<file path="config.mk">
export PLATFORM = sky130hd
export DESIGN_NAME = two_class_alternating_arbiter_top
export DESIGN_NICKNAME = d
export VERILOG_FILES = /design/src/rtl/tcaa_pkg.sv /design/src/rtl/tcaa_ctrl.sv /design/src/rtl/tcaa_dp.sv /design/src/rtl/two_class_alternating_arbiter_top.sv
export SDC_FILE = /design/constraint.sdc
export NUM_CORES = 1
export LEC_CHECK = 0
export ABC_AREA = 1
export BUFFER_PORTS_ARGS = -buffer_cell sky130_fd_sc_hd__buf_2
export CORE_ASPECT_RATIO = 1.1
export CORE_UTILIZATION = 48
export CTS_CLUSTER_SIZE = 16
export DETAILED_ROUTE_END_ITERATION = 8
export GPL_ROUTABILITY_DRIVEN = 0
export PLACE_DENSITY = 0.68
export SLEW_MARGIN = 20
export SYNTH_ARGS = -nofsm -noshare
export SYNTH_HDL_FRONTEND = slang
export SYNTH_SLANG_ARGS = --single-unit
</file>
<file path="constraint.sdc">
create_clock -name clk -period 2.6 [get_ports clk]
set_input_delay 0.26 -clock clk [delete_from_list [all_inputs] [get_ports clk]]
set_output_delay 0.26 -clock clk [all_outputs]
set_load 0.1 [all_outputs]
</file>
<file path="src/rtl/tcaa_pkg.sv">
// ----------------------------------------------------------------------------
// tcaa_pkg: shared types and constants of the two-class alternating arbiter
// beat payloads, holder codes, action codes and controller states
// ----------------------------------------------------------------------------
package tcaa_pkg;

  localparam int TAG_WIDTH         = 8;
  localparam int QUEUE_DEPTH_DFLT  = 16;

  // action codes
  localparam logic ACT_REQUEST = 1'b0;
  localparam logic ACT_RELEASE = 1'b1;

  // holder codes
  typedef enum logic [1:0] {
    HOLD_FREE = 2'd0,
    HOLD_C0   = 2'd1,
    HOLD_C1   = 2'd2
  } holder_t;

  typedef struct packed {
    logic                 action;
    logic                 category;
    logic [TAG_WIDTH-1:0] requester_tag;
  } in_item_t;

  typedef struct packed {
    logic                 grant_valid;
    logic [TAG_WIDTH-1:0] grant_tag;
    logic                 grant_category;
    logic [1:0]           holder;
    logic                 dropped;
  } out_item_t;

  typedef enum logic [1:0] {
    ST_IDLE = 2'd0,
    ST_EXEC = 2'd1,
    ST_OUT  = 2'd2
  } state_t;

  // controller to datapath commands
  typedef struct packed {
    logic load;
    logic exec;
  } dp_cmd_t;

endpackage

</file>
<file path="src/rtl/tcaa_ctrl.sv">
// ----------------------------------------------------------------------------
// tcaa_ctrl: controller of the two-class alternating arbiter
// sequences accept, execute and result delivery of one beat at a time
// ----------------------------------------------------------------------------
module tcaa_ctrl (
  input  logic             clk,
  input  logic             rst_n,
  input  logic             in_valid,
  output logic             in_ready,
  output logic             out_valid,
  input  logic             out_ready,
  output tcaa_pkg::dp_cmd_t cmd
);

  tcaa_pkg::state_t state_r, state_nxt;

  always_ff @(posedge clk) begin
    if (!rst_n) begin
      state_r <= tcaa_pkg::ST_IDLE;
    end else begin
      state_r <= state_nxt;
    end
  end

  always_comb begin
    state_nxt = state_r;
    unique case (state_r)
      tcaa_pkg::ST_IDLE: begin
        if (in_valid) state_nxt = tcaa_pkg::ST_EXEC;
      end
      tcaa_pkg::ST_EXEC: begin
        state_nxt = tcaa_pkg::ST_OUT;
      end
      tcaa_pkg::ST_OUT: begin
        if (out_ready) state_nxt = tcaa_pkg::ST_IDLE;
      end
      default: state_nxt = tcaa_pkg::ST_IDLE;
    endcase
  end

  always_comb begin
    in_ready  = 1'b0;
    out_valid = 1'b0;
    cmd       = '0;
    unique case (state_r)
      tcaa_pkg::ST_IDLE: begin
        in_ready = 1'b1;
        cmd.load = in_valid;
      end
      tcaa_pkg::ST_EXEC: begin
        cmd.exec = 1'b1;
      end
      tcaa_pkg::ST_OUT: begin
        out_valid = 1'b1;
      end
      default: ;
    endcase
  end

endmodule

</file>
<file path="src/rtl/tcaa_dp.sv">
// ----------------------------------------------------------------------------
// tcaa_dp: datapath of the two-class alternating arbiter
// holder register, two circular tag queues and the grant decision
// ----------------------------------------------------------------------------
module tcaa_dp #(
  parameter int QUEUE_DEPTH = tcaa_pkg::QUEUE_DEPTH_DFLT
) (
  input  logic                clk,
  input  logic                rst_n,
  input  tcaa_pkg::dp_cmd_t   cmd,
  input  tcaa_pkg::in_item_t  in_item,
  output tcaa_pkg::out_item_t out_item
);

  localparam int IDX_W = (QUEUE_DEPTH > 1) ? $clog2(QUEUE_DEPTH) : 1;
  localparam int CNT_W = $clog2(QUEUE_DEPTH + 1);
  localparam int SUM_W = CNT_W + 1;
  localparam int TW    = tcaa_pkg::TAG_WIDTH;

  localparam logic [CNT_W-1:0] CNT_FULL  = CNT_W'(QUEUE_DEPTH);
  localparam logic [SUM_W-1:0] SUM_DEPTH = SUM_W'(QUEUE_DEPTH);
  localparam logic [IDX_W-1:0] IDX_LAST  = IDX_W'(QUEUE_DEPTH - 1);

  tcaa_pkg::in_item_t  item_r;
  tcaa_pkg::out_item_t out_r, out_nxt;
  tcaa_pkg::holder_t   holder_r, holder_nxt;

  logic [IDX_W-1:0] head0_r, head0_nxt, head1_r, head1_nxt;
  logic [CNT_W-1:0] cnt0_r, cnt0_nxt, cnt1_r, cnt1_nxt;
  logic [TW-1:0]    q0 [QUEUE_DEPTH];
  logic [TW-1:0]    q1 [QUEUE_DEPTH];
  logic [TW-1:0]    rd0_r, rd1_r;

  logic             push0, push1;
  logic [IDX_W-1:0] tail0, tail1;
  logic [SUM_W-1:0] sum0, sum1;
  logic             own, other;
  logic             other_nonempty, own_nonempty;
  logic             pop0, pop1;

  // tail index: head plus count, wrapped once
  always_comb begin
    sum0  = SUM_W'(head0_r) + SUM_W'(cnt0_r);
    sum1  = SUM_W'(head1_r) + SUM_W'(cnt1_r);
    if (sum0 >= SUM_DEPTH) sum0 = sum0 - SUM_DEPTH;
    if (sum1 >= SUM_DEPTH) sum1 = sum1 - SUM_DEPTH;
    tail0 = sum0[IDX_W-1:0];
    tail1 = sum1[IDX_W-1:0];
  end

  assign own            = (holder_r == tcaa_pkg::HOLD_C0) ? 1'b0 : 1'b1;
  assign other          = ~own;
  assign other_nonempty = other ? (cnt1_r != '0) : (cnt0_r != '0);
  assign own_nonempty   = own   ? (cnt1_r != '0) : (cnt0_r != '0);

  always_comb begin
    out_nxt    = '0;
    holder_nxt = holder_r;
    push0      = 1'b0;
    push1      = 1'b0;
    pop0       = 1'b0;
    pop1       = 1'b0;
    priority if (item_r.action == tcaa_pkg::ACT_REQUEST) begin
      if (holder_r == tcaa_pkg::HOLD_FREE) begin
        holder_nxt             = item_r.category ? tcaa_pkg::HOLD_C1 : tcaa_pkg::HOLD_C0;
        out_nxt.grant_valid    = 1'b1;
        out_nxt.grant_tag      = item_r.requester_tag;
        out_nxt.grant_category = item_r.category;
      end else if (item_r.category) begin
        if (cnt1_r == CNT_FULL) out_nxt.dropped = 1'b1;
        else                    push1 = 1'b1;
      end else begin
        if (cnt0_r == CNT_FULL) out_nxt.dropped = 1'b1;
        else                    push0 = 1'b1;
      end
    end else if (holder_r != tcaa_pkg::HOLD_FREE) begin
      if (other_nonempty) begin
        holder_nxt             = other ? tcaa_pkg::HOLD_C1 : tcaa_pkg::HOLD_C0;
        out_nxt.grant_valid    = 1'b1;
        out_nxt.grant_tag      = other ? rd1_r : rd0_r;
        out_nxt.grant_category = other;
        pop0                   = ~other;
        pop1                   = other;
      end else if (own_nonempty) begin
        holder_nxt             = own ? tcaa_pkg::HOLD_C1 : tcaa_pkg::HOLD_C0;
        out_nxt.grant_valid    = 1'b1;
        out_nxt.grant_tag      = own ? rd1_r : rd0_r;
        out_nxt.grant_category = own;
        pop0                   = ~own;
        pop1                   = own;
      end else begin
        holder_nxt = tcaa_pkg::HOLD_FREE;
      end
    end else begin
      // release while free: stays free, nothing granted
      holder_nxt = tcaa_pkg::HOLD_FREE;
    end
    out_nxt.holder = holder_nxt;
  end

  always_comb begin
    head0_nxt = head0_r;
    head1_nxt = head1_r;
    cnt0_nxt  = cnt0_r;
    cnt1_nxt  = cnt1_r;
    if (pop0) begin
      head0_nxt = (head0_r == IDX_LAST) ? '0 : head0_r + IDX_W'(1);
      cnt0_nxt  = cnt0_r - CNT_W'(1);
    end
    if (pop1) begin
      head1_nxt = (head1_r == IDX_LAST) ? '0 : head1_r + IDX_W'(1);
      cnt1_nxt  = cnt1_r - CNT_W'(1);
    end
    if (push0) cnt0_nxt = cnt0_r + CNT_W'(1);
    if (push1) cnt1_nxt = cnt1_r + CNT_W'(1);
  end

  always_ff @(posedge clk) begin
    if (!rst_n) begin
      holder_r <= tcaa_pkg::HOLD_FREE;
      head0_r  <= '0;
      head1_r  <= '0;
      cnt0_r   <= '0;
      cnt1_r   <= '0;
    end else if (cmd.exec) begin
      holder_r <= holder_nxt;
      head0_r  <= head0_nxt;
      head1_r  <= head1_nxt;
      cnt0_r   <= cnt0_nxt;
      cnt1_r   <= cnt1_nxt;
    end
  end

  always_ff @(posedge clk) begin
    if (cmd.load) item_r <= in_item;
    if (cmd.exec) out_r  <= out_nxt;
  end

  // queue storage, head entries read every cycle
  always_ff @(posedge clk) begin
    if (cmd.exec && push0) q0[tail0] <= item_r.requester_tag;
    rd0_r <= q0[head0_r];
  end

  always_ff @(posedge clk) begin
    if (cmd.exec && push1) q1[tail1] <= item_r.requester_tag;
    rd1_r <= q1[head1_r];
  end

  assign out_item = out_r;

endmodule

</file>
<file path="src/rtl/two_class_alternating_arbiter_top.sv">
// ----------------------------------------------------------------------------
// two_class_alternating_arbiter_top: two-class alternating arbiter
// grants one shared resource to tags from two classes with per-class queues
// ----------------------------------------------------------------------------
// usage
//   in channel : in_valid / in_ready, in_item = action, category, tag
//                a request grants at once when free, else queues the tag in
//                its class queue (dropped and flagged when that queue is full)
//                a release hands over to the other class's oldest tag, then
//                the own class's oldest tag, else frees the resource
//   out channel: out_valid / out_ready, exactly one result beat per input
//                beat: grant valid, tag, class, new holder, dropped
//   sequence   : the input beat is registered on accept, the execute state
//                registers the result, then the result beat is offered;
//                the controller walks accept, execute and deliver in turn,
//                so no new beat is taken before the result has left,
//                because the queue head read is a registered memory read
//   reset      : rst_n low clears holder to free and both queues to empty;
//                queue storage itself is not cleared, no clearing pass
//   stall      : while out_ready is low the result holds and in_ready stays
//                low, so no new beat is accepted until the result is taken
// ----------------------------------------------------------------------------
module two_class_alternating_arbiter_top #(
  parameter int QUEUE_DEPTH = tcaa_pkg::QUEUE_DEPTH_DFLT
) (
  input  logic                clk,
  input  logic                rst_n,
  input  logic                in_valid,
  output logic                in_ready,
  input  tcaa_pkg::in_item_t  in_item,
  output logic                out_valid,
  input  logic                out_ready,
  output tcaa_pkg::out_item_t out_item
);

  // command bundle from controller to datapath
  tcaa_pkg::dp_cmd_t cmd;

  tcaa_ctrl u_ctrl (
    .clk       (clk),
    .rst_n     (rst_n),
    .in_valid  (in_valid),
    .in_ready  (in_ready),
    .out_valid (out_valid),
    .out_ready (out_ready),
    .cmd       (cmd)
  );

  // queues, holder and the decision logic
  tcaa_dp #(
    .QUEUE_DEPTH (QUEUE_DEPTH)
  ) u_dp (
    .clk      (clk),
    .rst_n    (rst_n),
    .cmd      (cmd),
    .in_item  (in_item),
    .out_item (out_item)
  );

endmodule

</file>
==> impl_metrics.yaml <==
timing:
  max-slew-margin-rel_pct: 42.6
  fin_crit_sh_pct: 92.0
  timing_hold_violations_final: 0
  worst-slew-pin-transition_ps: 861
  fmax_mhz: 418
  timing.final.crit_period_ps: 2390
  clock-skew-final_ps: 13.9
  setup_repair_after_global_routing_missed_its_margin: "no"
  final_critical_path_setup_slack_ps: 207
  final-max-slew-violation-count: 0
  setup_violations_final: 0
  fin_setup_tns_ps: 0
drt:
  initialDrtViolationCount: 887
  postRouteAntennaNets: 0
  detail_route.wl_per_cell_microns: 18.7
  detail_route.drc_violations: 0
  detail_route.vias_per_cell: 5.50
  wirelength_mm: 29.3
  dr_total_vias: 8601
  drt_pass1_iterations: 6
critical_path:
  worstReg2RegStart: "u_dp.cnt1_r[1]$_SDFFE_PN0P_"
  worst_setup_path_end_kind: "flip-flop"
  slowest_stage: "sky130_fd_sc_hd__nor2_1"
  worst_path_dominant_cell_family: "simple AND/OR/NAND/NOR gates"
  critPathMaxStageDelay_ps: 600
  cp-start-kind: "flip-flop"
  worst-endpoint-arrival_ps: 2550
  r2r_setup_slack_ps: 210
  worst_r2r_path_depth: 8
  critical_path_peak_fanout: 8
  worstPathCellList: "ha_1 -> a21o_1 -> a21oi_1 -> or2_2 -> nand2_1 -> inv_1 -> nand2_1 -> nor2_1"
  critPathKind: "flip-flop to flip-flop"
  timing.critical_path.mode_cell: "sky130_fd_sc_hd__nand2_1"
  path_buf_inv: 1
  worst_path_required_time_ps: 2760
  worst_r2r_end: "u_dp.q1[12][0]$_DFFE_PP_"
synth:
  synth_simple_gate_area_share_pct: 14.6
  synthMuxAreaShare_pct: 0
  synth_edf_count: 279
  xor_xnor_share_of_the_synthesized_area_pct: 0.671
  synth_top_family_by_area: "simple AND/OR/NAND/NOR gates"
  synth.top_cells.by_count: "279 x sky130_fd_sc_hd__edfxtp_1, 226 x sky130_fd_sc_hd__nor2_1, 137 x sky130_fd_sc_hd__nand2_1"
  async_set_or_reset_flop_fraction_in_the_synthesized_netlist_pct: 0
  synth-seq-cells: 317
  netlist_instances: 1110
  postSynthNetCount: 1142
  post-synth-top-count-cell: "sky130_fd_sc_hd__edfxtp_1"
  synth_sequential_area_ratio_pct: 70.1
  synth.avg_cell_area_sq_um: 11.8
  netlist_area_before_placement_sq_um: 13000
  ys.warnings.count: 0
  top_ff_cell_synth: "sky130_fd_sc_hd__edfxtp_1"
  synth_area_leaders: "sky130_fd_sc_hd__edfxtp_1 64%, sky130_fd_sc_hd__nor2_1 6.5%, sky130_fd_sc_hd__dfxtp_1 5.8%"
  synth-compound-area-share_pct: 9.51
  synth_top_cell_by_area: "sky130_fd_sc_hd__edfxtp_1"
  post_synth_num_cell_types: 36
  yosys_top_cell_area_share_pct: 64.2
  synth_area_in_adders_pct: 1.96
grt:
  gr-total-overflow: 0
  groute.usage.overall_pct: 21.1
  grt_start_max_net_pins: 68
  grt_pass1_wl_mm: 45.4
  first_global_vias: 8166
  antenna_found_initial: 0
floorplan:
  floorplan.io_pins: 29
  initial_utilization_pct: 49.5
  die_area_sq_um: 27800
  floorplan.die.height_microns: 175
  core_region_area_sq_um: 26400
  die-width_microns: 159
  rows: 62
clock_network:
  cts_made_buffers: 29
  htree_num_levels: 1
  ctsRootBufferMaster: "sky130_fd_sc_hd__clkbuf_16"
  clkSinkCount: 317
  tritoncts_clock_tree: "done"
  clock_transition_time_at_the_flip_flop_clock_pins_of_the_worst_setup_and_hold_paths_ps: 60
  cts_hold_buffers: 12
  postCtsResizedCells: 0
  post-cts-setup-buffer-count: 0
  insertion_delay_ps: 540
  clock_tree_buffer_depth: 3
finish:
  nFillCells: 2125
  area_growth_from_synthesis_to_layout_pct: 14.3
  layout-drive-gt1-share_pct: 12.8
  final_nets: 1222
  n_diodes: 0
  finish.cell_count_without_fillers: 1564
hold_path:
  timing.hold.worst.class: "input port to flip-flop"
  whs_path_depth: 3
  whs_endpoint: "u_dp.cnt0_r[4]$_SDFFE_PN0P_"
  holdCritStartpoint: "rst_n"
status:
  outcome: "completed"
power:
  ratio_of_total_power_to_cell_area_nw_per_um2: 686
  leakage_nw: 5.33
  irDropWorstVdd_mv: 0.625
run:
  maxCapViolations: 0
place:
  placed_instances: 1499
  io_buffer_count: 28
  sum_of_net_half_perimeters_after_detailed_placement_mm: 18.3
  place_worst_setup_slack_ps: 215
[sequential cells by signal, indices dropped and copies added (netlist names)]
register and cells:
u_dp.q1 128, u_dp.cnt1_r 5, u_dp.head0_r 4, u_ctrl.state_r 2, u_dp.rd1_r 8, u_dp.cnt0_r 5, u_dp.rd0_r 8, u_dp.holder_r 2
u_dp.head1_r 4, u_dp.q0 128, u_dp.out_item 13, u_dp.item_r 10
[cells in the final DEF (no fill, tap or decap), types with 3 or more instances in the layout]
| cell type | count |
|---|---|
| sky130_fd_sc_hd__xor2_1 | 4 |
| sky130_fd_sc_hd__o22ai_1 | 12 |
| sky130_fd_sc_hd__clkbuf_1 | 3 |
| sky130_fd_sc_hd__o31ai_1 | 9 |
| sky130_fd_sc_hd__o21ai_0 | 113 |
| sky130_fd_sc_hd__o32ai_1 | 16 |
| sky130_fd_sc_hd__dfxtp_1 | 35 |
| sky130_fd_sc_hd__dfxtp_2 | 3 |
| sky130_fd_sc_hd__edfxtp_1 | 279 |
| sky130_fd_sc_hd__o2111ai_1 | 5 |
| sky130_fd_sc_hd__inv_2 | 6 |
| sky130_fd_sc_hd__clkinvlp_4 | 4 |
| sky130_fd_sc_hd__ha_1 | 14 |
| sky130_fd_sc_hd__dlygate4sd3_1 | 12 |
| sky130_fd_sc_hd__clkinv_2 | 3 |
| sky130_fd_sc_hd__o21ai_1 | 4 |
| sky130_fd_sc_hd__inv_1 | 43 |
| sky130_fd_sc_hd__clkbuf_16 | 29 |
| sky130_fd_sc_hd__buf_4 | 59 |
| sky130_fd_sc_hd__nor2_2 | 3 |
| sky130_fd_sc_hd__o211ai_1 | 21 |
| sky130_fd_sc_hd__xnor2_1 | 6 |
| sky130_fd_sc_hd__a21oi_1 | 31 |
| sky130_fd_sc_hd__bufinv_16 | 4 |
| sky130_fd_sc_hd__buf_2 | 28 |
| sky130_fd_sc_hd__nand2_1 | 137 |
| sky130_fd_sc_hd__nand3_1 | 66 |
| sky130_fd_sc_hd__fa_1 | 4 |
| sky130_fd_sc_hd__nor2_1 | 226 |
| sky130_fd_sc_hd__nand2_4 | 4 |
| sky130_fd_sc_hd__clkinv_1 | 12 |
[kinds of logic after synthesis]
kind of cell,after synthesis
compound gates,213
simple gates,449
buf+inv,103
fa+ha+maj,18
flops,317
xor+xnor,10
[how the worst max path moves through the flow]
stage,from,to,cells after the start
finish,u_dp.cnt1_r[1]$_SDFFE_PN0P_,u_dp.q1[12][0]$_DFFE_PP_,8
detailed placement,u_dp.cnt1_r[1]$_SDFFE_PN0P_,u_dp.q1[12][7]$_DFFE_PP_,8
global route,u_dp.cnt1_r[1]$_SDFFE_PN0P_,u_dp.q1[15][2]$_DFFE_PP_,8
floorplan,u_dp.cnt0_r[1]$_SDFFE_PN0P_,u_dp.q0[0][0]$_DFFE_PP_,8
global placement,u_dp.cnt1_r[1]$_SDFFE_PN0P_,u_dp.q1[12][3]$_DFFE_PP_,8
CTS,u_dp.cnt1_r[1]$_SDFFE_PN0P_,u_dp.q1[12][6]$_DFFE_PP_,8
[power breakdown]
part | total [W] | internal (W) | leakage, nW | switching, W
registers | 0.00563 | 0.00558 | 2.83 | 0.0000481
clock network | 0.00420 | 0.00243 | 0.447 | 0.00176
logic | 0.000398 | 0.0000976 | 2.05 | 0.000300
total | 0.0102 | 0.00811 | 5.33 | 0.00211
[layer usage]
metal / vias up / routed length (microns) / global-route usage [%]
met5: - / 0 / 0
met4: 0 / 745 / 6.33
met3: 48 / 1930 / 2.49
met2: 309 / 13400 / 33.7
met1: 4150 / 13200 / 30.5
li1: 4094 / - / -
[per-stage QoR]
stage          cell area, sq um  total power [W]  util (%)  hold WS [ps]
2_1_floorplan             13000          0.00598         -           359
3_3_place_gp              13800          0.00612      52.5           437
3_5_place_dp              13800          0.00612      52.5           441
4_1_cts                   14900           0.0103      56.5          93.5
5_1_grt                   14900           0.0105      56.5          96.7
6_report                  14900           0.0102      56.5           106
[final cells by class]
cell class                      count  area [sq um]  share of cell area [%]
Clock inverter                     21           209                    1.40
Tap cell                          352           440                    2.95
Multi-Input combinational cell    690          3480                    23.3
Sequential cell                   317          9140                    61.3
Inverter                           53           199                    1.33
Clock buffer                       32           737                    4.94
Timing Repair Buffer               99           703                    4.72
[worst register-to-register path, cell delays in order, from the launching register on]
cell,delay [ps]
sky130_fd_sc_hd__dfxtp_1,460
sky130_fd_sc_hd__ha_1,280
sky130_fd_sc_hd__a21o_1,150
sky130_fd_sc_hd__a21oi_1,150
sky130_fd_sc_hd__or2_2,130
sky130_fd_sc_hd__nand2_1,70
sky130_fd_sc_hd__inv_1,80
sky130_fd_sc_hd__nand2_1,100
sky130_fd_sc_hd__nor2_1,600
Power figures use the tool's default switching activity.
